[config.mk]
export PLATFORM = sky130hd
export DESIGN_NAME = ecf_pow_cell
export DESIGN_NICKNAME = d
export VERILOG_FILES = /design/src/rtl/ecf_pkg.sv /design/src/rtl/ecf_pow_cell.sv
export SDC_FILE = /design/constraint.sdc
export NUM_CORES = 1
export LEC_CHECK = 0
export BUFFER_PORTS_ARGS = -buffer_cell sky130_fd_sc_hd__buf_2
export CORE_UTILIZATION = 45
export CTS_CLUSTER_DIAMETER = 80
export CTS_CLUSTER_SIZE = 10
export DETAILED_ROUTE_END_ITERATION = 10
export GPL_TIMING_DRIVEN = 0
export PLACE_DENSITY_LB_ADDON = 0.2
export SYNTH_ARGS = -nofsm -noshare
export SYNTH_HDL_FRONTEND = slang
export SYNTH_SLANG_ARGS = --single-unit
[constraint.sdc]
create_clock -name i_clk -period 9.2 [get_ports i_clk]
set_input_delay 0.92 -clock i_clk [delete_from_list [all_inputs] [get_ports i_clk]]
set_output_delay 0.92 -clock i_clk [all_outputs]
set_load 0.02 [all_outputs]
[src/rtl/ecf_pkg.sv]
// Shared types, widths and constants of the ERB-rate center frequency generator.
// Holds the fixed-point constants and the elaboration-time function for the roots 2^(2^-k).
// No dependencies.
package ecf_pkg;

    localparam int HZ_W      = 15;   // whole hertz
    localparam int CNT_W     = 9;    // channel count
    localparam int IDX_W     = 8;    // channel index
    localparam int DIV_W     = 9;    // channel count minus one
    localparam int ERB_W     = 22;   // ERB rate, Q6.16
    localparam int QI_W      = ERB_W + IDX_W;
    localparam int FREQ_W    = 19;
    localparam int LOG_BITS  = 20;
    localparam int P_W       = 31;   // Q30 in [1,2)
    localparam int T_W       = 32;   // exponent, Q28
    localparam int NSH_W     = 3;    // clamped integer part of the exponent
    localparam int ADDR_W    = 2;

    localparam int OUT_FRAC_BITS_DEF = 4;

    localparam logic [ADDR_W-1:0] REG_LOW   = 2'd0;
    localparam logic [ADDR_W-1:0] REG_HIGH  = 2'd1;
    localparam logic [ADDR_W-1:0] REG_COUNT = 2'd2;

    localparam logic [HZ_W-1:0]  LOW_RST   = 15'd50;
    localparam logic [HZ_W-1:0]  HIGH_RST  = 15'd8000;
    localparam logic [CNT_W-1:0] COUNT_RST = 9'd64;

    localparam logic [24:0] C_SLOPE_Q32 = 25'd18769007;
    localparam logic [26:0] K_Q24       = 27'd108079529;
    localparam logic [29:0] IK_Q32      = 30'd666708997;
    localparam logic [23:0] INV_Q16     = 24'd14996796;
    localparam logic [P_W-1:0] ONE_Q30  = 31'h4000_0000;
    localparam logic [FREQ_W-1:0] FREQ_MAX = '1;

    typedef struct packed {
        logic              busy;
        logic [HZ_W-1:0]   low_hz;
        logic [CNT_W-1:0]  count;
        logic [DIV_W-1:0]  div;
        logic [ERB_W-1:0]  erb_low;
        logic [ERB_W-1:0]  quo;
        logic [DIV_W-1:0]  rem;
        logic              neg;
    } t_setup;

    typedef struct packed {
        logic [IDX_W-1:0] idx;
        logic             oor;
        logic             single;
    } t_tag;

    function automatic logic [63:0] isqrt64(input logic [63:0] v);
        logic [63:0] val;
        logic [63:0] res;
        logic [63:0] bitv;
        val  = v;
        res  = '0;
        bitv = 64'd1 << 62;
        for (int j = 0; j < 32; j++) begin
            if (val >= res + bitv) begin
                val = val - (res + bitv);
                res = (res >> 1) + bitv;
            end else begin
                res = res >> 1;
            end
            bitv = bitv >> 2;
        end
        return res;
    endfunction

    // 2^(2^-k) in Q30, by repeated square roots from 2.0, as the cells need it
    function automatic logic [P_W-1:0] pow_root(input int k);
        logic [63:0] root;
        root = 64'd1 << 31;
        for (int j = 1; j <= k; j++) begin
            root = isqrt64(root << 30);
        end
        return root[P_W-1:0];
    endfunction

endpackage

[src/rtl/ecf_pow_cell.sv]
// One factor of 2^frac: multiplies by the root 2^(2^-K) when its exponent bit is set.
// Depends on ecf_pkg.
module ecf_pow_cell #(
    parameter int K = 1
) (
    input  logic                          i_clk,
    input  logic                          i_rst_n,
    input  logic                          i_en,
    input  logic                          i_valid,
    input  ecf_pkg::t_tag                 i_tag,
    input  logic [ecf_pkg::P_W-1:0]       i_p,
    input  logic [ecf_pkg::LOG_BITS-1:0]  i_frac,
    input  logic [ecf_pkg::NSH_W-1:0]     i_nsh,
    output logic                          o_valid,
    output ecf_pkg::t_tag                 o_tag,
    output logic [ecf_pkg::P_W-1:0]       o_p,
    output logic [ecf_pkg::LOG_BITS-1:0]  o_frac,
    output logic [ecf_pkg::NSH_W-1:0]     o_nsh
);
    import ecf_pkg::*;

    localparam logic [P_W-1:0] ROOT = pow_root(K);

    logic                r_valid;
    t_tag                r_tag;
    logic [P_W-1:0]      r_p;
    logic [LOG_BITS-1:0] r_frac;
    logic [NSH_W-1:0]    r_nsh;

    logic [2*P_W-1:0]    prod;

    assign prod = (2*P_W)'(i_p) * (2*P_W)'(ROOT);

    always_ff @(posedge i_clk) begin
        if (!i_rst_n) begin
            r_valid <= 1'b0;
        end else if (i_en) begin
            r_valid <= i_valid;
        end
    end

    always_ff @(posedge i_clk) begin
        if (i_en) begin
            r_tag  <= i_tag;
            r_p    <= i_frac[LOG_BITS-K] ? prod[P_W+29:30] : i_p;
            r_frac <= i_frac;
            r_nsh  <= i_nsh;
        end
    end

    assign o_valid = r_valid;
    assign o_tag   = r_tag;
    assign o_p     = r_p;
    assign o_frac  = r_frac;
    assign o_nsh   = r_nsh;

endmodule

Yosys cells after proc, flatten, opt, wreduce, memory -nomap -nowiden

Cells that the tools add are included.

Logic and storage cells: 9
Bits in registers: 65
Input bits: 68

$mul: 1
Mux-type cells: 1

Operators by type and width:

| kind                     | count |
|---|---|
| $mul A31 B31 Y61 const B | 1 |
| $mux W31                 | 1 |

Logic depth before layout (Yosys ltp)

Depth in word-level cells: 2
Gate-level depth with buffers: 25

Least setup slack after synthesis

OpenSTA, ideal clock, no wires.

Path type: input-to-reg
Start point: input port i_p[18] (netlist name)
End point: register r_p[10], in the netlist o_p[10], data pin
Data required time: 8.940 ns
Path buffers: 1
Path slack: 1.930 ns
Data arrival time: 7.010 ns
Stages: 24
Cells stage by stage: ha_1 > fa_1 > inv_1 > fa_1 > inv_1 > fa_1 > inv_1 > fa_1 > inv_1 > fa_1 > fa_1 > inv_1 > fa_1 > inv_1 > ha_1 > buf_2 > nand4_1 > nor3_1 > nand4b_1 > o31a_2 > o21ai_2 > a221oi_2 > xnor2_1 > mux2_2

Cells in the longest elaborated chain, start to end: 2

Ends and longest elaborated chain:

| element                | line               | RTL |
|---|---|---|
| start: declaration     | ecf_pow_cell.sv:11 | `input logic [ecf_pkg::P_W-1:0] i_p,` |
| $mul A31 B31 Y61       | ecf_pow_cell.sv:32 | `assign prod = (2*P_W)'(i_p) * (2*P_W)'(ROOT);` |
| $mux W31               | ecf_pow_cell.sv:45 | `r_p <= i_frac[LOG_BITS-K] ? prod[P_W+29:30] : i_p;` |
| end signal: assignment | ecf_pow_cell.sv:45 |  |
| end: declaration       | ecf_pow_cell.sv:26 | `logic [P_W-1:0] r_p;` |

No other way between the ends.
A chain may end at the register's enable or synchronous reset.

Worst setup path in the final report

Start point: input port i_p[18] (netlist name)
End point: register r_p[24], in the netlist o_p[24], data pin

Same word-level chain as after synthesis.

==> qor.log <==
INFO  timing         tns=0ps
INFO  placement      port-buffer-count=132
INFO  timing         finalHoldViolCount=0
INFO  synthesis      synthCells=1824
INFO  route          top_signal_layer_used=met4
INFO  synthesis      synth_async_reset_ratio=0%
INFO  route          route.antenna.remaining_nets=0
INFO  final_layout   antenna-diode-count=0
INFO  route          route.layer.met1.wl=19.9mm
INFO  clock_tree     clock_sink_count=65
INFO  floorplan      floorplan.initialDensity=45.9%
INFO  synthesis      synthDistinctLibCells=71
INFO  floorplan      ios=133
INFO  synthesis      postSynthAreaPerCell=10.3um2
INFO  synthesis      seq_area_frac_synth=10.3%
INFO  placement      place_ws=788ps
INFO  global_route   globalRouteTotalUtil=24.2%
INFO  job            maxCapViolCount=0
INFO  setup_path     setup.worst_path.start_class=primary input
INFO  final_layout   net_total_in_the_final_layout=2778
INFO  timing         final_critical_path_setup_slack=1090ps
INFO  synthesis      synth_fp_nets=2635
INFO  global_route   first_global_vias=14100
INFO  final_layout   areaGrowthSynthToFinish=8.92%
INFO  clock_tree     clock_tree_from_tritoncts=yes
INFO  timing         worstMarginPinSlew=855ps
INFO  setup_path     worst_ep_arrival_time=8250ps
INFO  clock_tree     num_cts_buffers=9
INFO  setup_path     cp_max_fo=10
INFO  timing         fin_worst_hold_slack=519ps
INFO  timing         slew_headroom=43.0%
INFO  clock_tree     cts-root-to-sink-buffers=2
INFO  synthesis      synth.yosys.warnings=0
INFO  global_route   pin_count_of_the_biggest_net_entering_global_routing=66
INFO  setup_path     timing.rr.start=o_valid
INFO  setup_path     worst_ep_required=9340ps
INFO  outcome        status=complete, but fails checks
INFO  hold_path      worstHoldStart=o_valid
INFO  setup_path     setup.worst_path.start=i_p[18]
INFO  clock_tree     postCtsResizedCells=0
INFO  floorplan      die_area=0.0427mm2
INFO  global_route   grt_first_pass_wirelength=77.0mm
INFO  synthesis      synthesis.area=0.0188mm2
INFO  clock_tree     cts_hold_buffers=0
INFO  outcome        violated_checks=design-rule violations
INFO  clock_tree     cts_post_setup_buffers_inserted=0
INFO  timing         achievable-frequency=123MHz
INFO  timing         clock-skew-final=0ps
INFO  route          remaining_drc_errors=3
INFO  route          drt_iter0_drc=666
INFO  route          wl_met2=24.9mm
INFO  floorplan      row_count=74
INFO  timing         finalSetupViolations=0
INFO  synthesis      synth-edff-count=64
INFO  global_route   grt_antenna_before_repair=1
INFO  route          routed-wl-met3=2.08mm
INFO  placement      hpwl=40.7mm
INFO  route          dr.pass1.iters=10
INFO  placement      finalWeightedCongestion=0.866
INFO  setup_path     critical_path_class=primary input to flip-flop
INFO  final_layout   drive_gt1_share=9.74%
INFO  global_route   grt_overflow=0
INFO  route          avgViaCountPerCell=5.19
INFO  route          wl=48.4mm
INFO  final_layout   postLayoutCoreUtil=50.0%
INFO  timing         number_of_slew_limit_violations_in_the_final_report=0
INFO  hold_path      hp-class=flip-flop to flip-flop
INFO  synthesis      ys.flop_type=sky130_fd_sc_hd__edfxtp_1
INFO  floorplan      die_outline_height=207um
INFO  synthesis      synth.ff_latch_count=65
INFO  route          detailroute.via_count=13000
INFO  clock_tree     clkSlewWorstSetupHoldPaths=60ps
INFO  timing         rsz0062_at_grt=false
INFO  setup_path     end_kind=flip-flop
INFO  floorplan      die_width=207um
INFO  clock_tree     root_buffer=sky130_fd_sc_hd__clkbuf_16
INFO  floorplan      floorplan.core_area=0.0410mm2
INFO  clock_tree     clock_latency=330ps
INFO  clock_tree     htree_levels=3
INFO  timing         post-route-min-period=8110ps
INFO  route          routedWlPerCell=19.3um
INFO  timing         finalCritPeriodShare=88.2%
==> through the flow <==
stage / instances / cell area (um2)
3_5_place_dp: 2488 / 20200
5_1_grt: 2504 / 20500
4_1_cts: 2504 / 20500
3_3_place_gp: 2488 / 20200
2_1_floorplan: 1824 / 18800
6_report: 2504 / 20500
==> metal layers <==
metal / vias up / track usage (%)
met3: 77 / 2.84
li1: 6086 / -
met4: 0 / 6.28
met2: 321 / 44.5
met1: 6523 / 29.9
met5: - / 0
==> cell type report <==
class                      instances  area, um2
clock inverter                     7        125
buffer                            25        100
tap                              532        666
multi-input combinational       1190      14700
fill                            3834      20500
timing repair buffer             132        663
inverter                         544       2040
sequential                        65       1940
clock buffer                       9        225
==> path summary, 6_finish.rpt <==
path	cells after the start	slack [ps]	to
setup reg to reg	2	8600	o_valid
hold reg to reg	2	520	o_valid
hold / removal	2	520	o_valid
setup / recovery	26	1090	o_p[24]
==> critical path, cell delays in order <==
cell and delay, ps:
sky130_fd_sc_hd__buf_2 430, sky130_fd_sc_hd__ha_1 420, sky130_fd_sc_hd__fa_1 580, sky130_fd_sc_hd__inv_1 60, sky130_fd_sc_hd__fa_1 530, sky130_fd_sc_hd__inv_1 50
sky130_fd_sc_hd__fa_1 490, sky130_fd_sc_hd__inv_1 60, sky130_fd_sc_hd__fa_1 530, sky130_fd_sc_hd__inv_1 50, sky130_fd_sc_hd__fa_1 460, sky130_fd_sc_hd__fa_1 490
sky130_fd_sc_hd__inv_1 50, sky130_fd_sc_hd__fa_1 520, sky130_fd_sc_hd__inv_1 70, sky130_fd_sc_hd__ha_1 260, sky130_fd_sc_hd__buf_2 190, sky130_fd_sc_hd__nand4_1 190
sky130_fd_sc_hd__nor3_1 470, sky130_fd_sc_hd__nand2_1 100, sky130_fd_sc_hd__a21oi_1 220, sky130_fd_sc_hd__o211ai_1 170, sky130_fd_sc_hd__a21o_1 260, sky130_fd_sc_hd__a21oi_1 230
sky130_fd_sc_hd__nor3_1 90, sky130_fd_sc_hd__o31ai_1 330
==> registers in the layout, summed over array words and instances (netlist names) <==
name / flops
o_p: 31
o_tag: 10
o_valid: 1
o_nsh: 3
o_frac: 20
==> placed cells by master (no fill, tap or decap), drive strengths merged, types with 4 or more instances in the layout <==
cell type and n:
nor3 9, o211ai 9, a31oi 9, nor2 31, o31ai 6, clkbuf 30
and2 14, a21oi 63, buf 136, o21a 6, inv 546, xnor2 27
xor2 27, ha 413, nand4 20, and3 5, fa 330, o21bai 6
nand2b 4, a21o 37, a21boi 6, o21ai 37, mux2 20, a211oi 6
nand3 20, nor2b 6, edfxtp 64, nand2 41
==> cells in the mapped netlist, types with 5 or more instances <==
cell type / number / area, um2
sky130_fd_sc_hd__inv_1: 544 / 2040
sky130_fd_sc_hd__ha_1: 413 / 5170
sky130_fd_sc_hd__fa_1: 330 / 6610
sky130_fd_sc_hd__edfxtp_1: 64 / 1920
sky130_fd_sc_hd__a21oi_1: 60 / 300
sky130_fd_sc_hd__nand2_1: 41 / 154
sky130_fd_sc_hd__a21o_1: 37 / 278
sky130_fd_sc_hd__o21ai_0: 31 / 155
sky130_fd_sc_hd__nor2_1: 30 / 113
sky130_fd_sc_hd__xnor2_1: 27 / 236
sky130_fd_sc_hd__xor2_1: 27 / 236
sky130_fd_sc_hd__clkbuf_1: 20 / 75.1
sky130_fd_sc_hd__nand3_1: 20 / 100
sky130_fd_sc_hd__mux2_2: 19 / 214
sky130_fd_sc_hd__nand4_1: 19 / 119
sky130_fd_sc_hd__and2_1: 14 / 87.6
sky130_fd_sc_hd__a31oi_1: 9 / 56.3
sky130_fd_sc_hd__nor3_1: 9 / 45.0
sky130_fd_sc_hd__o211ai_1: 8 / 60.1
sky130_fd_sc_hd__nor2b_1: 6 / 37.5
sky130_fd_sc_hd__o21a_1: 6 / 45.0
sky130_fd_sc_hd__o21bai_1: 6 / 45.0
sky130_fd_sc_hd__a211oi_1: 5 / 37.5
sky130_fd_sc_hd__and3_1: 5 / 31.3
sky130_fd_sc_hd__o21ai_1: 5 / 25.0
sky130_fd_sc_hd__o31ai_1: 5 / 37.5
==> logic make-up after synthesis <==
group,after synthesis,share of synthesized area (%)
AOI/OAI and AO/OA,207,7.36
xor gates and xnor gates,54,2.51
adders and majority gates,743,62.5
buffers and inverters,569,11.4
DFF,65,10.3
muxes,22,1.32
and+or+nand+nor,164,4.59
Power is left out: the tool's default activity adds up to more than one toggle a clock period on the data nets, which glitch-free logic cannot reach.
