[src/rtl/ecf_pkg.sv]
// Shared types, widths and constants of the ERB-rate center frequency generator.
// Holds the fixed-point constants and the elaboration-time function for the roots 2^(2^-k).
// No dependencies.
package ecf_pkg;

    localparam int HZ_W      = 15;   // whole hertz
    localparam int CNT_W     = 9;    // channel count
    localparam int IDX_W     = 8;    // channel index
    localparam int DIV_W     = 9;    // channel count minus one
    localparam int ERB_W     = 22;   // ERB rate, Q6.16
    localparam int QI_W      = ERB_W + IDX_W;
    localparam int FREQ_W    = 19;
    localparam int LOG_BITS  = 20;
    localparam int P_W       = 31;   // Q30 in [1,2)
    localparam int T_W       = 32;   // exponent, Q28
    localparam int NSH_W     = 3;    // clamped integer part of the exponent
    localparam int ADDR_W    = 2;

    localparam int OUT_FRAC_BITS_DEF = 4;

    localparam logic [ADDR_W-1:0] REG_LOW   = 2'd0;
    localparam logic [ADDR_W-1:0] REG_HIGH  = 2'd1;
    localparam logic [ADDR_W-1:0] REG_COUNT = 2'd2;

    localparam logic [HZ_W-1:0]  LOW_RST   = 15'd50;
    localparam logic [HZ_W-1:0]  HIGH_RST  = 15'd8000;
    localparam logic [CNT_W-1:0] COUNT_RST = 9'd64;

    localparam logic [24:0] C_SLOPE_Q32 = 25'd18769007;
    localparam logic [26:0] K_Q24       = 27'd108079529;
    localparam logic [29:0] IK_Q32      = 30'd666708997;
    localparam logic [23:0] INV_Q16     = 24'd14996796;
    localparam logic [P_W-1:0] ONE_Q30  = 31'h4000_0000;
    localparam logic [FREQ_W-1:0] FREQ_MAX = '1;

    typedef struct packed {
        logic              busy;
        logic [HZ_W-1:0]   low_hz;
        logic [CNT_W-1:0]  count;
        logic [DIV_W-1:0]  div;
        logic [ERB_W-1:0]  erb_low;
        logic [ERB_W-1:0]  quo;
        logic [DIV_W-1:0]  rem;
        logic              neg;
    } t_setup;

    typedef struct packed {
        logic [IDX_W-1:0] idx;
        logic             oor;
        logic             single;
    } t_tag;

    function automatic logic [63:0] isqrt64(input logic [63:0] v);
        logic [63:0] val;
        logic [63:0] res;
        logic [63:0] bitv;
        val  = v;
        res  = '0;
        bitv = 64'd1 << 62;
        for (int j = 0; j < 32; j++) begin
            if (val >= res + bitv) begin
                val = val - (res + bitv);
                res = (res >> 1) + bitv;
            end else begin
                res = res >> 1;
            end
            bitv = bitv >> 2;
        end
        return res;
    endfunction

    // 2^(2^-k) in Q30, by repeated square roots from 2.0, as the cells need it
    function automatic logic [P_W-1:0] pow_root(input int k);
        logic [63:0] root;
        root = 64'd1 << 31;
        for (int j = 1; j <= k; j++) begin
            root = isqrt64(root << 30);
        end
        return root[P_W-1:0];
    endfunction

endpackage

[src/rtl/ecf_setup.sv]
// Configuration registers and the setup sequencer: ERB rates of the band edges
// and the quotient and remainder of their spacing by the channel count minus one.
// Depends on ecf_pkg.
module ecf_setup (
    input  logic                       i_clk,
    input  logic                       i_rst_n,
    input  logic                       i_cfg_we,
    input  logic [ecf_pkg::ADDR_W-1:0] i_cfg_addr,
    input  logic [ecf_pkg::HZ_W-1:0]   i_cfg_wdata,
    output ecf_pkg::t_setup            o_setup
);
    import ecf_pkg::*;

    typedef enum logic [2:0] {S_INIT, S_SQ, S_FIN, S_DIFF, S_DIV, S_IDLE} t_state;

    localparam int ITER_W = $clog2(ERB_W);
    localparam logic [ITER_W-1:0] SQ_LAST  = ITER_W'(LOG_BITS - 1);
    localparam logic [ITER_W-1:0] DIV_LAST = ITER_W'(ERB_W - 1);
    localparam logic [49:0] ROUND = 50'd1 << 27;

    t_state             r_state;
    logic               r_sel;
    logic [HZ_W-1:0]    r_low;
    logic [HZ_W-1:0]    r_high;
    logic [CNT_W-1:0]   r_count;
    logic [P_W-1:0]     r_m;
    logic [ERB_W:0]     r_l;
    logic [ITER_W-1:0]  r_iter;
    logic [ERB_W-1:0]   r_elo;
    logic [ERB_W-1:0]   r_ehi;
    logic [ERB_W-1:0]   r_quo;
    logic [DIV_W-1:0]   r_rem;
    logic               r_neg;

    logic [HZ_W-1:0]    hz;
    logic [39:0]        x;
    logic [39:0]        xs;
    logic [2:0]         lead;
    logic [61:0]        sq;
    logic [49:0]        lk;
    logic [ERB_W:0]     diff;
    logic [DIV_W-1:0]   div;
    logic [DIV_W:0]     trial;
    logic               qbit;

    always_comb begin
        hz   = r_sel ? r_high : r_low;
        x    = 40'(hz) * 40'(C_SLOPE_Q32) + (40'd1 << 32);
        lead = '0;
        for (int b = 0; b < 8; b++) begin
            if (x[32 + b]) begin
                lead = 3'(b);
            end
        end
        xs    = x >> (6'(lead) + 6'd2);
        sq    = 62'(r_m) * 62'(r_m);
        lk    = 50'(r_l) * 50'(K_Q24) + ROUND;
        diff  = {1'b0, r_ehi} - {1'b0, r_elo};
        div   = DIV_W'(r_count - 9'd1);
        trial = {r_rem, r_quo[ERB_W-1]};
        qbit  = trial >= {1'b0, div};
    end

    always_ff @(posedge i_clk) begin
        if (!i_rst_n) begin
            r_state <= S_INIT;
            r_sel   <= 1'b0;
            r_low   <= LOW_RST;
            r_high  <= HIGH_RST;
            r_count <= COUNT_RST;
        end else if (i_cfg_we) begin
            // any write restarts the coefficient run
            r_state <= S_INIT;
            r_sel   <= 1'b0;
            unique case (i_cfg_addr)
                REG_LOW:   r_low   <= i_cfg_wdata;
                REG_HIGH:  r_high  <= i_cfg_wdata;
                REG_COUNT: r_count <= i_cfg_wdata[CNT_W-1:0];
                default: ;
            endcase
        end else begin
            unique case (r_state)
                S_INIT: begin
                    r_m     <= xs[P_W-1:0];
                    r_l     <= (ERB_W+1)'(lead);
                    r_iter  <= '0;
                    r_state <= S_SQ;
                end
                S_SQ: begin
                    if (sq[61]) begin
                        r_m <= sq[61:31];
                        r_l <= {r_l[ERB_W-1:0], 1'b1};
                    end else begin
                        r_m <= sq[60:30];
                        r_l <= {r_l[ERB_W-1:0], 1'b0};
                    end
                    r_iter <= r_iter + 1'b1;
                    if (r_iter == SQ_LAST) begin
                        r_state <= S_FIN;
                    end
                end
                S_FIN: begin
                    if (!r_sel) begin
                        r_elo   <= lk[49:28];
                        r_sel   <= 1'b1;
                        r_state <= S_INIT;
                    end else begin
                        r_ehi   <= lk[49:28];
                        r_state <= S_DIFF;
                    end
                end
                S_DIFF: begin
                    r_neg   <= diff[ERB_W];
                    r_quo   <= diff[ERB_W] ? ERB_W'(-diff) : diff[ERB_W-1:0];
                    r_rem   <= '0;
                    r_iter  <= '0;
                    r_state <= S_DIV;
                end
                S_DIV: begin
                    r_rem  <= qbit ? DIV_W'(trial - {1'b0, div}) : trial[DIV_W-1:0];
                    r_quo  <= {r_quo[ERB_W-2:0], qbit};
                    r_iter <= r_iter + 1'b1;
                    if (r_iter == DIV_LAST) begin
                        r_state <= S_IDLE;
                    end
                end
                S_IDLE: ;
                default: r_state <= S_INIT;
            endcase
        end
    end

    assign o_setup.busy    = r_state != S_IDLE;
    assign o_setup.low_hz  = r_low;
    assign o_setup.count   = r_count;
    assign o_setup.div     = div;
    assign o_setup.erb_low = r_elo;
    assign o_setup.quo     = r_quo;
    assign o_setup.rem     = r_rem;
    assign o_setup.neg     = r_neg;

endmodule

[config.mk]
export PLATFORM = sky130hd
export DESIGN_NAME = ecf_setup
export DESIGN_NICKNAME = d
export VERILOG_FILES = /design/src/rtl/ecf_pkg.sv /design/src/rtl/ecf_setup.sv
export SDC_FILE = /design/constraint.sdc
export NUM_CORES = 2
export LEC_CHECK = 0
export BUFFER_PORTS_ARGS = -buffer_cell sky130_fd_sc_hd__buf_2
export CAP_MARGIN = 20
export CORE_UTILIZATION = 65
export CTS_BUF_LIST = sky130_fd_sc_hd__clkbuf_4 sky130_fd_sc_hd__clkbuf_8
export DETAILED_ROUTE_END_ITERATION = 16
export GPL_ROUTABILITY_DRIVEN = 0
export GPL_TIMING_DRIVEN = 0
export HOLD_SLACK_MARGIN = 0.15
export PLACE_DENSITY = 0.82
export SYNTH_ARGS = -nofsm -noshare
export SYNTH_HDL_FRONTEND = slang
export SYNTH_SLANG_ARGS = --single-unit
[constraint.sdc]
create_clock -name i_clk -period 11.3 [get_ports i_clk]
set_input_delay 2.26 -clock i_clk [delete_from_list [all_inputs] [get_ports i_clk]]
set_output_delay 2.26 -clock i_clk [all_outputs]
set_load 0.01 [all_outputs]
# == After elaboration in Yosys (flattened, before gate mapping) ==
# Index checks and enable logic that the tools add are counted.
# op_classes
reduce_logical,18
mul,3
shift,1
n_lt_le_gt_ge,1
n_bitwise,4
eq_ne,12
muxes,21
addsub,8
# ops
operator,count
multiplier 31 x 31 -> 62 bit,1
one-hot mux 31 bit (2 select lines),1
adder 50 x 28 -> 50 bit (second input constant),1
multiplier 23 x 27 -> 50 bit (second input constant),1
one-hot mux 23 bit (2 select lines),1
one-hot mux 22 bit (2 select lines),1
adder 40 x 33 -> 40 bit (second input constant),1
multiplier 15 x 25 -> 40 bit (second input constant),1
right shift 40 x 4 -> 31 bit,1
two-way mux 31 bit,1
two-way mux 3 bit,8
subtractor 22 x 22 -> 23 bit,1
two-way mux 22 bit,1
negation 22 bit,1
one-hot mux 3 bit (6 select lines),1
one-hot mux 9 bit (2 select lines),1
two-way mux 15 bit,1
AND reduction 3 bit,5
equality test 5 bit (second input constant),2
greater-or-equal comparator 10 x 9 -> 1 bit,1
one-hot mux 5 bit (2 select lines),1
two-way mux 9 bit,1
subtractor 9 x 1 -> 9 bit (second input constant),1
subtractor 9 bit,1
other kinds (18),32
# word_totals
wordCells,81
out_inout_bits,88
register_bits,178
in_bits,20

# == Logic depth before layout (Yosys ltp) ==
# logic_depth
ltp_word,13
mapped_depth,33
mapped_depth_nobuf,29

# == Worst setup path before layout ==
# No wires, ideal clock.
# synth_path
path_kind,register -> register
start,register r_m[24]
end,"register r_m[4], data pin"
period_less_slack_ps,8187
setup_time_ps,263
stages_incl_launch_ff,30
n_path_buf,3
path_slack_ps,3113
t_arrival_ps,7924
t_required_ps,11037
path_cell_list,edfxtp_1 clkbuf_1 clkbuf_1 nand2_1 fa_1 inv_1 fa_1 fa_1 inv_1 fa_1 inv_1 fa_1 fa_1 fa_1 inv_1 fa_1 inv_1 ha_1 and2_1 nand3_1 nor3_1 a21oi_1 o31ai_1 a32oi_1 a21oi_1 xor2_1 clkbuf_1 nor2_1 o22ai_1 nand3_1
# synth_between
elab_chain_cells,3
# synth_rtl
item,line_no,text
start: declaration,ecf_setup.sv:26,logic [P_W-1:0] r_m;
start signal: assignment,ecf_setup.sv:84,r_m <= xs[P_W-1:0];
start signal: assignment,ecf_setup.sv:91,r_m <= sq[61:31];
start signal: assignment,ecf_setup.sv:94,r_m <= sq[60:30];
multiplier 31 x 31 -> 62 bit,ecf_setup.sv:56,sq = 62'(r_m) * 62'(r_m);
two-way mux 31 bit,ecf_setup.sv:90,if (sq[61]) begin
one-hot mux 31 bit (2 select lines),ecf_setup.sv:82,unique case (r_state)
# Every way passes these cells.
# A chain may end at the register's enable or synchronous reset.

# == Worst setup path in the final report ==
# layout_path
start,register r_m[17]
end,"register r_m[4], data pin"
# The elaborated chain is that of the path after synthesis.

==> impl_metrics.yaml <==
timing:
  timing.fmax_ghz: 0.0901
  fin_tns_setup_ns: 0
  clock_skew_ns: 0.0165
  finalSetupViolCount: 0
  hold_viol_final: 0
  grt_setup_unrepaired: "no"
  maxSlewViolCount: 0
  worstMarginPinSlew_ns: 1.12
  period_needed_ns: 11.10
  max-slew-margin-rel_pct: 25.6
  hold_ws_ns: 0.468
  post-route-period-util_pct: 98.2
final_layout:
  fin_nets: 7379
  drive_above_1_share_pct: 4.32
  final_common_cell: "inv_1"
  n_fill_cell: 5832
  final_cell_mix: "inv_1 (1,389), fa_1 (1,063), ha_1 (727)"
  syn2layout_area_growth_pct: 4.49
  final_cells: 6636
critical_path:
  critical_path_class: "flip-flop to flip-flop"
  cp_common_cell: "fa_1"
  reg2reg_to: "r_m[4]"
  arrival_ns: 11.33
  worstPathRequired_ns: 11.53
  cpMaxStageDelayCell: "o31ai_1"
  critical_path_depth: 28
  critPathLaunchType: "flip-flop"
  critPathMaxFanout: 10
  critPathMaxStageDelay_ns: 0.85
  r2r-start: "r_m[17]"
  end_kind: "flip-flop"
  critPathBufInv: 6
  reg2reg_depth: 28
  r2r_setup_slack_ns: 0.20
  crit_family: "adder cells"
cts:
  cts_max_level: 4
  cts_root_buf: "clkbuf_8"
  clkLatencyLatePin_ns: 0.50
  cts_inserted_buffers: 17
  clock_path_buffers: 2
  cts_tree: "yes"
  clkSlewWorstSetupHoldPaths_ns: 0.11
  cts_sinks: 178
logic_synthesis:
  synth.yosys.seq_area_share_pct: 9.36
  synth_edf_count: 135
  ys.flop_type: "edfxtp_1"
  synth_fp_nets: 7247
  yosysWarnings: 0
  synth.avg_cell_area_um2: 9.66
  ys_ff_latch: 178
  yosysUniqueCellTypes: 97
  syn-instance-count: 5437
  synth-async-reset-ratio_pct: 0
  syn_area_um2: 52500
min_path:
  min_path_cells: 2
  hold_path_end: "r_high[4]"
  min_path_type: "flip-flop to flip-flop"
  holdCritStartpoint: "r_high[4]"
floorplan:
  initial_utilization_pct: 66.0
  core_area_um2: 79500
  die_area_um2: 81900
  io_pins: 108
  rows: 103
  die_h_um: 286
  die_w_um: 286
run_status:
  status: "completed"
place:
  place_hpwl_um: 119000
  dp.cells: 6600
  io_buffer_count: 107
drt:
  avgViaCountPerCell: 5.96
  drc: 0
  drtIter0Drc: 3585
  wl_um: 141000
  wire_per_inst_um: 21.2
  ant_nets: 0
  dr.pass1.iters: 9
  via_count: 39600
run:
  cap_viol_max_count: 0
global_route:
  grt_pass1_vias: 43300
  track_usage_pct: 36.0
  antenna_found_initial: 3
  overflow: 0
  grt_pass1_wl_um: 228000
  grt_max_degree: 32
## final cells by class
cell class                      instances  area [um2]  area share, %
Sequential cell                       178        4910           8.96
Buffer                                156         636           1.16
Clock buffer                           17         234          0.426
Clock inverter                         15         164          0.299
Antenna cell                            4        10.0         0.0182
Timing Repair Buffer                  113         611           1.11
Inverter                             1392        5230           9.52
Multi-Input combinational cell       3711       41800           76.1
Tap cell                             1050        1310           2.39
## metrics by stage
step | worst slack (ns) | area [um2] | utilization (%)
floorplan | 3.11 | 52500 | -
global placement | 0.671 | 54400 | 68.4
detailed placement | 0.457 | 54400 | 68.5
CTS | 0.376 | 54800 | 69.0
global route | 0.0865 | 54900 | 69.0
finish | 0.204 | 54900 | 69.0
## flip-flops by register name, summed over array words and instances, names as in the netlist, 9 cells and up
| register | cells |
|---|---|
| r_count | 9 |
| r_ehi | 22 |
| r_elo | 22 |
| r_high | 15 |
| r_l | 23 |
| r_low | 15 |
| r_m | 31 |
| r_quo | 22 |
| r_rem | 9 |
## layer usage
layer | share of wire [%] | routed length (um) | global-route usage, % | vias up
met1 | 36 | 50200 | 43.9 | 19400
met2 | 47 | 65500 | 59.0 | 2372
met5 | 0.012 | 17 | 0 | -
met4 | 6.6 | 9350 | 19.0 | 2
li1 | - | - | - | 17200
met3 | 11 | 15700 | 9.38 | 641
## synth_stat cells (7+ instances only)
cell	instances	area (um2)
or2_2	22	138
o2111ai_1	8	70.1
a21oi_1	169	846
inv_1	1389	5210
nor2_1	189	709
or3_1	8	50.1
dfxtp_1	43	861
a22oi_1	13	97.6
o21a_1	21	158
o21ai_0	100	500
o21bai_1	17	128
o21ai_1	15	75.1
a211oi_1	14	105
nand4_1	30	188
edfxtp_1	135	4050
mux2_2	18	203
xor2_1	56	490
ha_1	727	9100
mux2i_1	75	751
a221o_1	9	90.1
a32oi_1	8	70.1
fa_1	1063	21300
a21o_1	65	488
nand3_1	56	280
nor4_1	7	43.8
and3_1	22	138
nand2_1	463	1740
nor3_1	28	140
nor2b_1	26	163
and4_1	8	70.1
a31oi_1	18	113
a21boi_0	27	203
clkbuf_1	133	499
buf_2	16	80.1
nand2b_1	17	106
o211ai_1	30	225
xnor2_1	86	753
and2_1	184	1150
o31ai_1	10	75.1
## worst register-to-register path: cells and delay by family, from the launching register on
kind	cells	cell delay, ns
AOI/OAI and AO/OA	7	2.12
adders and majority gates	9	4.38
xor gates and xnor gates	1	0.53
DFF	1	0.51
and+or+nand+nor	5	1.00
buffers and inverters	6	2.29
## cell families (layout without fill, tap and decap cells)
| logic type | count (synthesis) | in the layout | synth area share, % |
|---|---|---|---|
| AO/OA/AOI/OAI | 588 | 588 | 7.41 |
| XOR/XNOR | 143 | 143 | 2.40 |
| adder cells (fa/ha/maj) | 1790 | 1790 | 57.9 |
| buffers and inverters | 1548 | 1693 | 11.2 |
| flip-flops | 178 | 178 | 9.36 |
| multiplexers | 94 | 94 | 1.84 |
| other | 0 | 4 | 0 |
| AND/OR/NAND/NOR | 1096 | 1096 | 9.98 |
## how the worst max path moves through the flow
stage                     startpoint      to  slack (ns)
after floorplan              r_m[24]  r_m[4]        3.11
after global placement       r_m[12]  r_m[4]        0.67
after detailed placement     r_m[12]  r_m[4]        0.46
after CTS                    r_m[12]  r_m[4]        0.38
after global routing         r_m[12]  r_m[4]        0.09
final                        r_m[17]  r_m[4]        0.20
## repair_timing
action	CTS	global route
hold buffers	0	0
gates resized for setup	0	1
setup buffers	0	0
endpoints found under the setup margin	0	20
Power is not shown: default switching activity piles up to over one toggle a cycle in this logic, so the estimate is an artifact.
