[src/rtl/ecf_pkg.sv]
// Shared types, widths and constants of the ERB-rate center frequency generator.
// Holds the fixed-point constants and the elaboration-time function for the roots 2^(2^-k).
// No dependencies.
package ecf_pkg;

    localparam int HZ_W      = 15;   // whole hertz
    localparam int CNT_W     = 9;    // channel count
    localparam int IDX_W     = 8;    // channel index
    localparam int DIV_W     = 9;    // channel count minus one
    localparam int ERB_W     = 22;   // ERB rate, Q6.16
    localparam int QI_W      = ERB_W + IDX_W;
    localparam int FREQ_W    = 19;
    localparam int LOG_BITS  = 20;
    localparam int P_W       = 31;   // Q30 in [1,2)
    localparam int T_W       = 32;   // exponent, Q28
    localparam int NSH_W     = 3;    // clamped integer part of the exponent
    localparam int ADDR_W    = 2;

    localparam int OUT_FRAC_BITS_DEF = 4;

    localparam logic [ADDR_W-1:0] REG_LOW   = 2'd0;
    localparam logic [ADDR_W-1:0] REG_HIGH  = 2'd1;
    localparam logic [ADDR_W-1:0] REG_COUNT = 2'd2;

    localparam logic [HZ_W-1:0]  LOW_RST   = 15'd50;
    localparam logic [HZ_W-1:0]  HIGH_RST  = 15'd8000;
    localparam logic [CNT_W-1:0] COUNT_RST = 9'd64;

    localparam logic [24:0] C_SLOPE_Q32 = 25'd18769007;
    localparam logic [26:0] K_Q24       = 27'd108079529;
    localparam logic [29:0] IK_Q32      = 30'd666708997;
    localparam logic [23:0] INV_Q16     = 24'd14996796;
    localparam logic [P_W-1:0] ONE_Q30  = 31'h4000_0000;
    localparam logic [FREQ_W-1:0] FREQ_MAX = '1;

    typedef struct packed {
        logic              busy;
        logic [HZ_W-1:0]   low_hz;
        logic [CNT_W-1:0]  count;
        logic [DIV_W-1:0]  div;
        logic [ERB_W-1:0]  erb_low;
        logic [ERB_W-1:0]  quo;
        logic [DIV_W-1:0]  rem;
        logic              neg;
    } t_setup;

    typedef struct packed {
        logic [IDX_W-1:0] idx;
        logic             oor;
        logic             single;
    } t_tag;

    function automatic logic [63:0] isqrt64(input logic [63:0] v);
        logic [63:0] val;
        logic [63:0] res;
        logic [63:0] bitv;
        val  = v;
        res  = '0;
        bitv = 64'd1 << 62;
        for (int j = 0; j < 32; j++) begin
            if (val >= res + bitv) begin
                val = val - (res + bitv);
                res = (res >> 1) + bitv;
            end else begin
                res = res >> 1;
            end
            bitv = bitv >> 2;
        end
        return res;
    endfunction

    // 2^(2^-k) in Q30, by repeated square roots from 2.0, as the cells need it
    function automatic logic [P_W-1:0] pow_root(input int k);
        logic [63:0] root;
        root = 64'd1 << 31;
        for (int j = 1; j <= k; j++) begin
            root = isqrt64(root << 30);
        end
        return root[P_W-1:0];
    endfunction

endpackage

[src/rtl/ecf_div_cell.sv]
// One quotient bit of the per-item remainder division (restoring step).
// Depends on ecf_pkg.
module ecf_div_cell (
    input  logic                     i_clk,
    input  logic                     i_rst_n,
    input  logic                     i_en,
    input  logic                     i_valid,
    input  ecf_pkg::t_tag            i_tag,
    input  logic [ecf_pkg::QI_W-1:0] i_qi,
    input  logic [ecf_pkg::DIV_W-1:0] i_rem,
    input  logic [ecf_pkg::IDX_W-1:0] i_low,
    input  logic [ecf_pkg::IDX_W-1:0] i_quo,
    input  logic [ecf_pkg::DIV_W-1:0] i_div,
    output logic                     o_valid,
    output ecf_pkg::t_tag            o_tag,
    output logic [ecf_pkg::QI_W-1:0] o_qi,
    output logic [ecf_pkg::DIV_W-1:0] o_rem,
    output logic [ecf_pkg::IDX_W-1:0] o_low,
    output logic [ecf_pkg::IDX_W-1:0] o_quo
);
    import ecf_pkg::*;

    logic             r_valid;
    t_tag             r_tag;
    logic [QI_W-1:0]  r_qi;
    logic [DIV_W-1:0] r_rem;
    logic [IDX_W-1:0] r_low;
    logic [IDX_W-1:0] r_quo;

    logic [DIV_W:0]   trial;
    logic             qbit;

    assign trial = {i_rem, i_low[IDX_W-1]};
    assign qbit  = trial >= {1'b0, i_div};

    always_ff @(posedge i_clk) begin
        if (!i_rst_n) begin
            r_valid <= 1'b0;
        end else if (i_en) begin
            r_valid <= i_valid;
        end
    end

    always_ff @(posedge i_clk) begin
        if (i_en) begin
            r_tag <= i_tag;
            r_qi  <= i_qi;
            r_rem <= qbit ? DIV_W'(trial - {1'b0, i_div}) : trial[DIV_W-1:0];
            r_low <= {i_low[IDX_W-2:0], 1'b0};
            r_quo <= {i_quo[IDX_W-2:0], qbit};
        end
    end

    assign o_valid = r_valid;
    assign o_tag   = r_tag;
    assign o_qi    = r_qi;
    assign o_rem   = r_rem;
    assign o_low   = r_low;
    assign o_quo   = r_quo;

endmodule

[config.mk]
export PLATFORM = sky130hd
export DESIGN_NAME = ecf_div_cell
export DESIGN_NICKNAME = d
export VERILOG_FILES = /design/src/rtl/ecf_pkg.sv /design/src/rtl/ecf_div_cell.sv
export SDC_FILE = /design/constraint.sdc
export NUM_CORES = 1
export LEC_CHECK = 0
export ABC_CLOCK_PERIOD_IN_PS = 6690
export BUFFER_PORTS_ARGS = -buffer_cell sky130_fd_sc_hd__buf_2
export CORE_MARGIN = 1
export CORE_UTILIZATION = 49
export CTS_BUF_LIST = sky130_fd_sc_hd__clkbuf_4
export DETAILED_ROUTE_END_ITERATION = 16
export GPL_TIMING_DRIVEN = 0
export PLACE_DENSITY = 0.94
export REMOVE_ABC_BUFFERS = 1
export SYNTH_ARGS = -nofsm -noshare
export SYNTH_HDL_FRONTEND = slang
export SYNTH_SLANG_ARGS = --single-unit
export TNS_END_PERCENT = 50
[constraint.sdc]
create_clock -name i_clk -period 6.69 [get_ports i_clk]
set_input_delay 0.669 -clock i_clk [delete_from_list [all_inputs] [get_ports i_clk]]
set_output_delay 0.669 -clock i_clk [all_outputs]
set_load 0.02 [all_outputs]
* After elaboration in Yosys (flattened, before gate mapping)
Index checks and enable logic that the tools add are counted. Widths: inputs -> output; s select.
Word-level totals: bits in registers 65, latch bits 0, RAM bits 0, memory bits (read-only) 0, input port bits 78, output and inout bits 66, memories kept 0
Operators by class: $add $sub $neg 1, multipliers 0, divide/modulo/power cells 0, $lt $le $gt $ge 1, equal/unequal tests 0, shift operators 0, muxes and demuxes 1, bitwise operators 0, reduce and logical (&&, ||, !) cells 0
Operators with widths (number):
- $ge 10x9->1 | 1
- $mux 9 | 1
- $sub 9x9->9 | 1

* Logic depth before layout (Yosys ltp)
Gate-level depths: netlist of the first run.
depth after elaboration 2, depth in mapped cells 9, depth with buffers taken out 9

* Worst setup path before layout of the first run
No wires, ideal clock.
kind input -> register, start in i_low[7] (netlist bit), end reg r_rem[2] (netlist: o_rem[2]), data pin, setup time 0.260 ns, arrival time 2.500 ns, required time 6.430 ns, slack 3.930 ns, stages 9, buffers on the path 0, cell sequence inv_1 ha_1 inv_1 fa_1 a211oi_2 o21ai_2 a211oi_4 inv_4 mux2_4
On the way: word-level cells in the longest chain between the ends 2
Ends and longest elaborated chain:
- start, declared | RTL line ecf_div_cell.sv:11 | input logic [ecf_pkg::IDX_W-1:0] i_low,
- $ge 10x9->1 | RTL line ecf_div_cell.sv:34 | assign qbit = trial >= {1'b0, i_div};
- via qbit | RTL line ecf_div_cell.sv:31 | logic qbit;
- $mux 9 | RTL line ecf_div_cell.sv:48 | r_rem <= qbit ? DIV_W'(trial - {1'b0, i_div}) : trial[DIV_W-1:0];
- end signal, assigned | RTL line ecf_div_cell.sv:48
- end, declared | RTL line ecf_div_cell.sv:26 | logic [DIV_W-1:0] r_rem;
The timed path passes the listed nets, and every way through them passes these cells. A chain may end at the register's enable or synchronous reset.

* Worst setup path after layout of the first run
start in i_low[7] (netlist bit), end reg r_rem[6] (netlist: o_rem[6]), data pin
The elaborated chain is that of the path after synthesis.

==> results of run 1 <==
-- stage by stage --
step,utilization [%],hold slack [ns]
after floorplan,-,0.5893
after global placement,66.24,0.4917
after detailed placement,66.24,0.5123
after CTS,69.30,0.4424
after global routing,69.35,0.4374
final,69.35,0.4601
-- registers in the layout, indices dropped and copies added (netlist names) --
name     cells
o_qi        30
o_tag       10
o_rem        9
o_quo        8
o_low        7
o_valid      1
-- layout by cell type (no fill, tap or decap), types with 3 or more instances in the layout --
cell        n
buf_2     140
edfxtp_1   64
inv_1      12
clkbuf_4   12
ha_1        9
a21oi_1     6
o211ai_1    4
nand2_1     4
a21o_1      3
nand2b_1    3
mux2_4      3
mux2i_1     3
-- worst min path at each step --
stage,startpoint,end,slack [ns],cells past startpoint
final,i_low[5],o_low[6],0.46,1
after detailed placement,o_valid,o_valid,0.51,2
after floorplan,o_valid,o_valid,0.59,2
after global routing,i_tag[2],o_tag[2],0.44,1
after global placement,o_valid,o_valid,0.49,2
after CTS,i_low[5],o_low[6],0.44,1
-- metal layers --
metal	vias up	share of wire [%]	track usage, %
met5	-	0	0
met4	0	4.5	15.02
met3	22	8.5	5.556
met2	103	53	39.09
met1	897	34	22.11
li1	903	-	-
-- layout make-up --
class / count / share of cell area, %
sequential: 65 / 54.48
tap: 70 / 2.457
multi-input combinational: 72 / 17.34
timing repair buffer: 141 / 19.87
inverter: 13 / 1.439
clock buffer: 12 / 2.527
clock inverter: 4 / 1.895
-- power breakdown --
group	internal, mW	total [mW]	switching [mW]	leakage, nW
clock	0.162	0.284	0.121	0.0866
sequential	0.489	0.498	0.00889	0.635
combinational	0.0684	0.180	0.111	0.867
total	0.720	0.961	0.241	1.59
-- cells by family (layout without fill, tap and decap cells) --
logic type                 Yosys count  in the layout  share of synthesized area [%]
buffers and inverters               18            170                          3.125
xor gates and xnor gates             3              3                         0.9945
AOI/OAI and AO/OA                   33             33                          10.04
and+or+nand+nor                     18             18                          3.931
other                                1              1                         0.1419
DFF                                 65             65                          73.48
adders and majority gates           10             10                          5.019
muxes                                7              7                          3.267
==> impl_metrics.env, run 1 <==
export IMPL_fill_cells=377
export IMPL_fin_crit_sh_pct=40.73
export IMPL_r2r_cells=2
export IMPL_synthFlopType="edfxtp_1"
export IMPL_fin_area_sq_mm=0.003565
export IMPL_cp_num_buf_inv=4
export IMPL_ir_drop_v=0.0001180
export IMPL_fmax_mhz=367.0
export IMPL_syn_avg_cell_area_sq_um=17.05
export IMPL_r2r_start="o_valid"
export IMPL_vias_per_cell=5.106
export IMPL_clockRootBuffer="clkbuf_4"
export IMPL_yosysTopAreaCell="edfxtp_1"
export IMPL_yosysWarnings=0
export IMPL_slew_limit_headroom_pct=48.09
export IMPL_synth_most_common_cell="edfxtp_1"
export IMPL_clock_latency_ns=0.37
export IMPL_leakagePower_nw=1.588
export IMPL_seq_area_frac_synth_pct=73.48
export IMPL_layout_setup_ws_ns=3.965
export IMPL_crit_path_start="i_low[7]"
export IMPL_synth_seq_cells=65
export IMPL_cp_top_family="compound AO/OA/AOI/OAI gates"
export IMPL_worstPathRequired_ns=6.82
export IMPL_layout_min_cycle_time_ns=2.725
export IMPL_drt_iter0_drc=84
export IMPL_antenna_found_initial=0
export IMPL_grt_first_pass_wirelength_mm=8.756
export IMPL_cts_sinks=65
export IMPL_synth_edf_count=64
export IMPL_clockBufferDepth=2
export IMPL_nNetsFinal=390
export IMPL_crit_type="primary input to flip-flop"
export IMPL_drive_above_1_share_pct=54.07
export IMPL_rsz0062_at_grt="false"
export IMPL_setup_violations_final=0
export IMPL_maxCapViolations=0
export IMPL_num_rows=26
export IMPL_finalHoldViolations=0
export IMPL_ant_nets=0
export IMPL_syn_area_sq_mm=0.002643
export IMPL_wl_per_cell_microns=16.14
export IMPL_cp_common_cell="inv_1"
export IMPL_gp_congestion=0.8364
export IMPL_synth_top_cell_area_share_pct=72.73
export IMPL_area_growth_pct=34.90
export IMPL_synth_common_cells="64 x edfxtp_1, 12 x inv_1, 9 x ha_1, 6 x a21oi_1"
export IMPL_start_util_pct=51.41
export IMPL_die_y_microns=75.44
export IMPL_worst_r2r_setup_slack_ns=6.09
export IMPL_core_region_area_sq_mm=0.005140
export IMPL_power_mw=0.9612
export IMPL_endpoint="o_rem[6]"
export IMPL_io_pins=144
export IMPL_wl_mm=6.084
export IMPL_dpl_cell_area_sq_mm=0.003405
export IMPL_drt_pass1_iterations=5
export IMPL_ctsHoldBuffers=0
export IMPL_synthDistinctLibCells=46
export IMPL_dp_hpwl_mm=4.797
export IMPL_clk_pin_slew_ns=0.10
export IMPL_htreeDepth=3
export IMPL_fp_dieArea_sq_mm=0.005690
export IMPL_end_kind="flip-flop"
export IMPL_synthTopCellsByArea="edfxtp_1 73%, ha_1 4.3%, inv_1 1.7%, mux2_4 1.7%, a21oi_1 1.1%"
export IMPL_grt_pass1_vias=1807
export IMPL_crit_cells=10
export IMPL_worst_pin_slew_ns=0.7786
export IMPL_cp_arrival_ns=2.85
export IMPL_post_cts_setup_buffer_count=0
export IMPL_drv_slew=0
export IMPL_ctsResizeCount=0
export IMPL_critical_path_max_stage_delay_ns=0.42
export IMPL_cp_start_kind="primary input"
export IMPL_reg2reg_to="o_valid"
export IMPL_powerDensity_mw_per_mm2=269.7
export IMPL_crit_path_max_fanout=7
export IMPL_multi_input_area_sq_um=618.1
export IMPL_grt_total_usage_pct=21.76
export IMPL_fin_cells=377
export IMPL_netlist_instances=155
export IMPL_status="completed"
export IMPL_finalSetupTns_ns=0
export IMPL_hp_class="primary input to flip-flop"
export IMPL_finClkSkew_ns=0
export IMPL_register_area_sq_mm=0.001942
export IMPL_grt_max_degree=66
export IMPL_overflow=0
export IMPL_numCtsBuffers=9
export IMPL_cts_tree="done"
export IMPL_path_cells="buf_2 -> inv_1 -> ha_1 -> inv_1 -> fa_1 -> a211oi_2 -> o21ai_2 -> a211oi_4 -> inv_4 -> mux2_4"
export IMPL_portBuffers=141
export IMPL_drc=0
export IMPL_routed_via_count=1925
export IMPL_dpl_worst_slack_ns=3.584
export IMPL_place_inst=361
export IMPL_num_antenna_cells=0
export IMPL_die_x_microns=75.44
export IMPL_crit_slowest_cell="fa_1"
export IMPL_ys_async_sr_fraction_pct=0
No activity file was read; power rests on OpenSTA's default activity.
==> run 2, diff against run 1 <==
Settings changed: ABC_CLOCK_PERIOD_IN_PS 6690 to 2300, CORE_UTILIZATION 49 to 41, PLACE_DENSITY 0.94 to 0.84.
Clock period 6.69 ns to 2.3 ns, I/O delays scaled along.
==> impl_metrics.env, run 2 (synthesis results as in run 1) <==
export IMPL_status="completed"
export IMPL_overflow=0
export IMPL_io_pins=144
export IMPL_rsz0062_at_grt="false"
export IMPL_routed_via_count=2065
export IMPL_cp_arrival_ns=2.34
export IMPL_multi_input_area_sq_um=618.1
export IMPL_crit_path_max_fanout=3
export IMPL_drt_pass1_iterations=4
export IMPL_worst_r2r_setup_slack_ns=1.70
export IMPL_fin_crit_sh_pct=95.38
export IMPL_start_util_pct=43.60
export IMPL_layout_common_cells="140 x buf_2, 64 x edfxtp_1, 37 x dlygate4sd3_1"
export IMPL_grt_first_pass_wirelength_mm=8.376
export IMPL_antenna_found_initial=0
export IMPL_worst_pin_slew_ns=0.7968
export IMPL_ant_nets=0
export IMPL_core_region_area_sq_mm=0.006061
export IMPL_numCtsBuffers=9
export IMPL_r2r_cells=2
export IMPL_finalSetupTns_ns=0
export IMPL_clock_latency_ns=0.38
export IMPL_clockBufferDepth=2
export IMPL_slew_limit_headroom_pct=46.88
export IMPL_final_common_cell="buf_2"
export IMPL_r2r_start="o_valid"
export IMPL_drive_above_1_share_pct=48.55
export IMPL_fin_area_sq_mm=0.003904
export IMPL_drc=0
export IMPL_register_area_sq_mm=0.001942
export IMPL_die_x_microns=82.28
export IMPL_maxCapViolations=0
export IMPL_worstPathRequired_ns=2.44
export IMPL_htreeDepth=3
export IMPL_area_growth_pct=47.73
export IMPL_num_antenna_cells=0
export IMPL_finClkSkew_ns=0
export IMPL_fin_cells=421
export IMPL_finalHoldViolations=0
export IMPL_crit_type="primary input to flip-flop"
export IMPL_clockRootBuffer="clkbuf_4"
export IMPL_num_rows=28
export IMPL_grt_pass1_vias=1711
export IMPL_dpl_worst_slack_ns=-0.3918
export IMPL_place_inst=366
export IMPL_crit_path_start="i_low[7]"
export IMPL_wl_per_cell_microns=17.22
export IMPL_largest_reg_flops=30
export IMPL_fmax_mhz=455.8
export IMPL_fp_dieArea_sq_mm=0.006770
export IMPL_grt_max_degree=66
export IMPL_nNetsFinal=429
export IMPL_layout_min_cycle_time_ns=2.194
export IMPL_cts_tree="done"
export IMPL_cp_start_kind="primary input"
export IMPL_portBuffers=141
export IMPL_ir_drop_v=0.0004178
export IMPL_ctsResizeCount=0
export IMPL_drt_iter0_drc=122
export IMPL_hp_class="primary input to flip-flop"
export IMPL_end_kind="flip-flop"
export IMPL_dp_hpwl_mm=4.746
export IMPL_grt_total_usage_pct=17.55
export IMPL_powerDensity_mw_per_mm2=675.8
export IMPL_dpl_cell_area_sq_mm=0.003411
export IMPL_leakagePower_nw=1.731
export IMPL_drv_slew=0
export IMPL_fill_cells=423
export IMPL_fin_util_pct=64.41
export IMPL_die_y_microns=82.28
export IMPL_endpoint="o_rem[1]"
export IMPL_layout_setup_ws_ns=0.1062
export IMPL_setup_violations_final=0
export IMPL_reg2reg_to="o_valid"
export IMPL_clk_pin_slew_ns=0.11
export IMPL_cts_sinks=65
export IMPL_wl_mm=7.248
export IMPL_vias_per_cell=4.905
export IMPL_gp_congestion=0.8064
## run 2: cell types whose count changed in the layout (fill, tap and decap cells not counted), sizes merged
cell / previous run / this run
clkinv: 2 / 5
clkbuf: 12 / 11
buf: 141 / 143
bufinv: 2 / 0
dlygate4sd3: 0 / 37
## run 2: critical path: stages
cell and delay, ns:
buf_2 0.10, inv_1 0.06, ha_1 0.16, inv_1 0.06
fa_1 0.43, a211oi_2 0.37, o21ai_2 0.15, a211oi_4 0.29
buf_4 0.18, mux2_1 0.30
## run 2: metrics by stage
stage / hold WS [ns] / total power [mW]
floorplan: 0.3289 / 1.774
global placement: 0.4068 / 1.976
detailed placement: 0.4084 / 1.997
CTS: 0.00001046 / 2.584
global route: -0.02388 / 2.755
finish: 0.01381 / 2.638
## run 2: how the worst min path moves through the flow
stage             start       end  slack, ns  depth (start not counted)
2_1_floorplan  i_low[0]  o_low[1]       0.33                          0
4_1_cts        i_tag[4]  o_tag[4]    0.00001                          1
6_report       i_qi[14]  o_qi[14]       0.01                          1
3_5_place_dp   i_qi[18]  o_qi[18]       0.41                          1
3_3_place_gp   i_qi[23]  o_qi[23]       0.41                          1
5_1_grt        i_qi[17]  o_qi[17]      -0.02                          1
## run 2: what timing repair did
item,4_1_cts,5_1_grt
setup endpoints to repair,0,3
buffers inserted,0,2
hold endpoints to repair,7,30
hold buffers,7,30
## run 2: final cells by class
cell class / instances / share of cell area, %
Timing Repair Buffer: 180 / 28.01
Sequential cell: 65 / 49.74
Tap cell: 75 / 2.404
Clock buffer: 11 / 2.115
Multi-Input combinational cell: 72 / 15.83
Clock inverter: 5 / 0.5769
Inverter: 13 / 1.314
## run 2: where the power goes
| group | switching, mW | total [mW] | internal [mW] |
|---|---|---|---|
| clock | 0.370 | 0.605 | 0.235 |
| sequential | 0.0282 | 1.45 | 1.42 |
| combinational | 0.338 | 0.582 | 0.245 |
| total | 0.736 | 2.64 | 1.90 |
## run 2: routing by layer
layer | part of all wire (%) | up-vias | track usage, %
li1 | - | 972 | -
met1 | 36 | 986 | 18.92
met2 | 55 | 102 | 31.07
met3 | 8.5 | 5 | 4.396
met4 | 0.70 | 0 | 10.18
met5 | 0 | - | 0
==> run 3, diff against run 2 <==
Settings changed: ABC_AREA set to 1, CORE_UTILIZATION 41 to 42, PLACE_DENSITY 0.84 to 0.86.
==> impl_metrics.env, run 3 <==
export IMPL_fp_dieArea_sq_mm=0.006711
export IMPL_status="completed"
export IMPL_finClkSkew_ns=0
export IMPL_combPwrFrac_pct=22.3
export IMPL_yosysTopAreaCell="edfxtp_1"
export IMPL_gp_congestion=0.7900
export IMPL_num_rows=28
export IMPL_leakagePower_nw=1.980
export IMPL_crit_slowest_cell="fa_1"
export IMPL_setup_violations_final=0
export IMPL_route_met2_wl_mm=4.276
export IMPL_end_kind="flip-flop"
export IMPL_wl_per_cell_microns=16.34
export IMPL_clockRootBuffer="clkbuf_4"
export IMPL_clk_pin_slew_ns=0.10
export IMPL_maxCapViolations=0
export IMPL_die_x_microns=81.92
export IMPL_routed_via_count=2264
export IMPL_fin_crit_sh_pct=63.38
export IMPL_clockBufferDepth=2
export IMPL_cp_start_kind="primary input"
export IMPL_syn_area_sq_mm=0.002683
export IMPL_finalSetupTns_ns=0
export IMPL_seqPwrFrac_pct=54.5
export IMPL_path_cells="buf_2 -> inv_1 -> ha_1 -> inv_1 -> fa_1 -> nand2_2 -> nand3_4 -> nand2_4 -> nand2_4 -> nand2_1 -> nand2_1"
export IMPL_largest_reg_flops=30
export IMPL_grt_first_pass_wirelength_mm=11.18
export IMPL_rsz0062_at_grt="false"
export IMPL_area_growth_pct=53.54
export IMPL_p_clk_share_pct=23.2
export IMPL_layout_common_cells="140 x buf_2, 64 x edfxtp_1, 54 x dlygate4sd3_1"
export IMPL_synth_most_common_cell="edfxtp_1"
export IMPL_cts_tree="done"
export IMPL_layout_setup_ws_ns=0.8423
export IMPL_top_layer="met4"
export IMPL_finalHoldViolations=0
export IMPL_num_antenna_cells=0
export IMPL_synth_common_cells="64 x edfxtp_1, 50 x nand2_1, 28 x inv_1, 16 x nand3_1, 9 x ha_1"
export IMPL_synth_top_cell_area_share_pct=71.64
export IMPL_dp_hpwl_mm=4.633
export IMPL_drt_pass1_iterations=4
export IMPL_antenna_found_initial=0
export IMPL_cts_sinks=65
export IMPL_crit_path_max_fanout=10
export IMPL_cp_num_buf_inv=3
export IMPL_wl_met1_mm=2.841
export IMPL_synth_seq_cells=65
export IMPL_worst_pin_slew_ns=0.7981
export IMPL_crit_type="primary input to flip-flop"
export IMPL_grt_max_degree=67
export IMPL_clock_latency_ns=0.40
export IMPL_drv_slew=0
export IMPL_netlist_instances=201
export IMPL_nNetsFinal=493
export IMPL_start_util_pct=44.52
export IMPL_dpl_worst_slack_ns=0.4040
export IMPL_ant_nets=0
export IMPL_wl_mm=7.926
export IMPL_drc=0
export IMPL_grt_total_usage_pct=24.04
export IMPL_syn_avg_cell_area_sq_um=13.35
export IMPL_drive_above_1_share_pct=41.46
export IMPL_synth_edf_count=64
export IMPL_yosysWarnings=0
export IMPL_drt_iter0_drc=133
export IMPL_ir_drop_v=0.0004750
export IMPL_dr_wl_met3_microns=591
export IMPL_synthTopCellsByArea="edfxtp_1 72%, nand2_1 7.0%, ha_1 4.2%, inv_1 3.9%, nand3_1 3.0%"
export IMPL_hp_class="primary input to flip-flop"
export IMPL_numCtsBuffers=9
export IMPL_seq_area_frac_synth_pct=72.39
export IMPL_ys_async_sr_fraction_pct=0
export IMPL_fmax_mhz=686.0
export IMPL_switchingPower_mw=0.7696
export IMPL_fill_cells=399
export IMPL_overflow=0
export IMPL_htreeDepth=3
export IMPL_core_region_area_sq_mm=0.006026
export IMPL_worst_r2r_setup_slack_ns=1.54
export IMPL_cp_top_family="simple AND/OR/NAND/NOR gates"
export IMPL_powerDensity_mw_per_mm2=646.8
export IMPL_synthDistinctLibCells=23
export IMPL_critical_path_max_stage_delay_ns=0.43
export IMPL_p_int_mw=1.895
export IMPL_layout_min_cycle_time_ns=1.458
export IMPL_sw_frac_of_total_pct=28.89
export IMPL_portBuffers=141
export IMPL_io_pins=144
export IMPL_ctsResizeCount=0
export IMPL_die_y_microns=81.92
export IMPL_synthFlopType="edfxtp_1"
export IMPL_worstPathRequired_ns=2.46
export IMPL_vias_per_cell=4.668
export IMPL_cp_arrival_ns=1.62
export IMPL_grt_pass1_vias=2325
export IMPL_slew_limit_headroom_pct=46.79
export IMPL_final_common_cell="buf_2"
## run 3: cell type report
cell class	count	area [sq um]	share of cell area (%)
flip-flops and latches	65	1942	47.14
repair buffers	195	1249	30.32
multi-input cells	104	615.6	14.95
inverters	30	112.6	2.734
well taps	75	93.84	2.278
clock buffers	11	82.58	2.005
clock inverters	5	23.77	0.5772
## run 3: path summary, 6_finish.rpt
check                           depth (start not counted)      from  endpoint
worst max-delay path                                   11  i_low[7]  o_rem[7]
worst min-delay path                                    3   i_valid   o_valid
worst max register to register                          2   o_valid   o_valid
worst min register to register                          2   o_valid   o_valid
## run 3: through the flow
stage | cells | hold WS, ns | total power, mW | cell area, sq um | util (%)
CTS | 485 | 0.03917 | 2.656 | 4116 | 68.31
floorplan | 199 | 0.3235 | 1.765 | 2670 | -
detailed placement | 415 | 0.4084 | 1.982 | 3470 | 57.58
finish | 485 | 0.06903 | 2.664 | 4119 | 68.36
global route | 485 | 0.03736 | 2.791 | 4119 | 68.36
global placement | 415 | 0.4067 | 1.962 | 3470 | 57.58
## run 3: power groups by stage
stage	Clock (mW)	Combinational (mW)	Sequential [mW]
6_report	0.618	0.595	1.45
5_1_grt	0.687	0.643	1.46
4_1_cts	0.626	0.584	1.45
3_5_place_dp	0	0.510	1.47
3_3_place_gp	0	0.494	1.47
2_1_floorplan	0	0.151	1.61
## run 3: what timing repair did
| item | CTS | global route |
|---|---|---|
| buffers inserted | 0 | 0 |
| hold buffers | 54 | 0 |
| endpoints found under the hold margin | 54 | 0 |
## run 3: worst reg2reg max path, stage by stage (launching register included)
cell	delay, ns
dfxtp_1	0.35
o21ai_0	0.22
a21oi_1	0.06
## run 3: routing by layer
metal | GRT usage (%) | vias to the layer above
met5 | 0 | -
met4 | 10.53 | 0
met3 | 7.222 | 22
met2 | 45.62 | 113
met1 | 23.76 | 1034
li1 | - | 1095
## run 3: logic make-up (layout without fill, tap and decap cells)
kind of cell	Yosys count	count (layout)	synth area share, %
AO/OA/AOI/OAI	5	5	0.9327
XOR/XNOR	3	3	0.9797
adder cells (fa/ha/maj)	10	10	4.944
buffers and inverters	32	241	4.664
flip-flops	65	65	72.39
other	1	1	0.1398
AND/OR/NAND/NOR	85	85	15.95
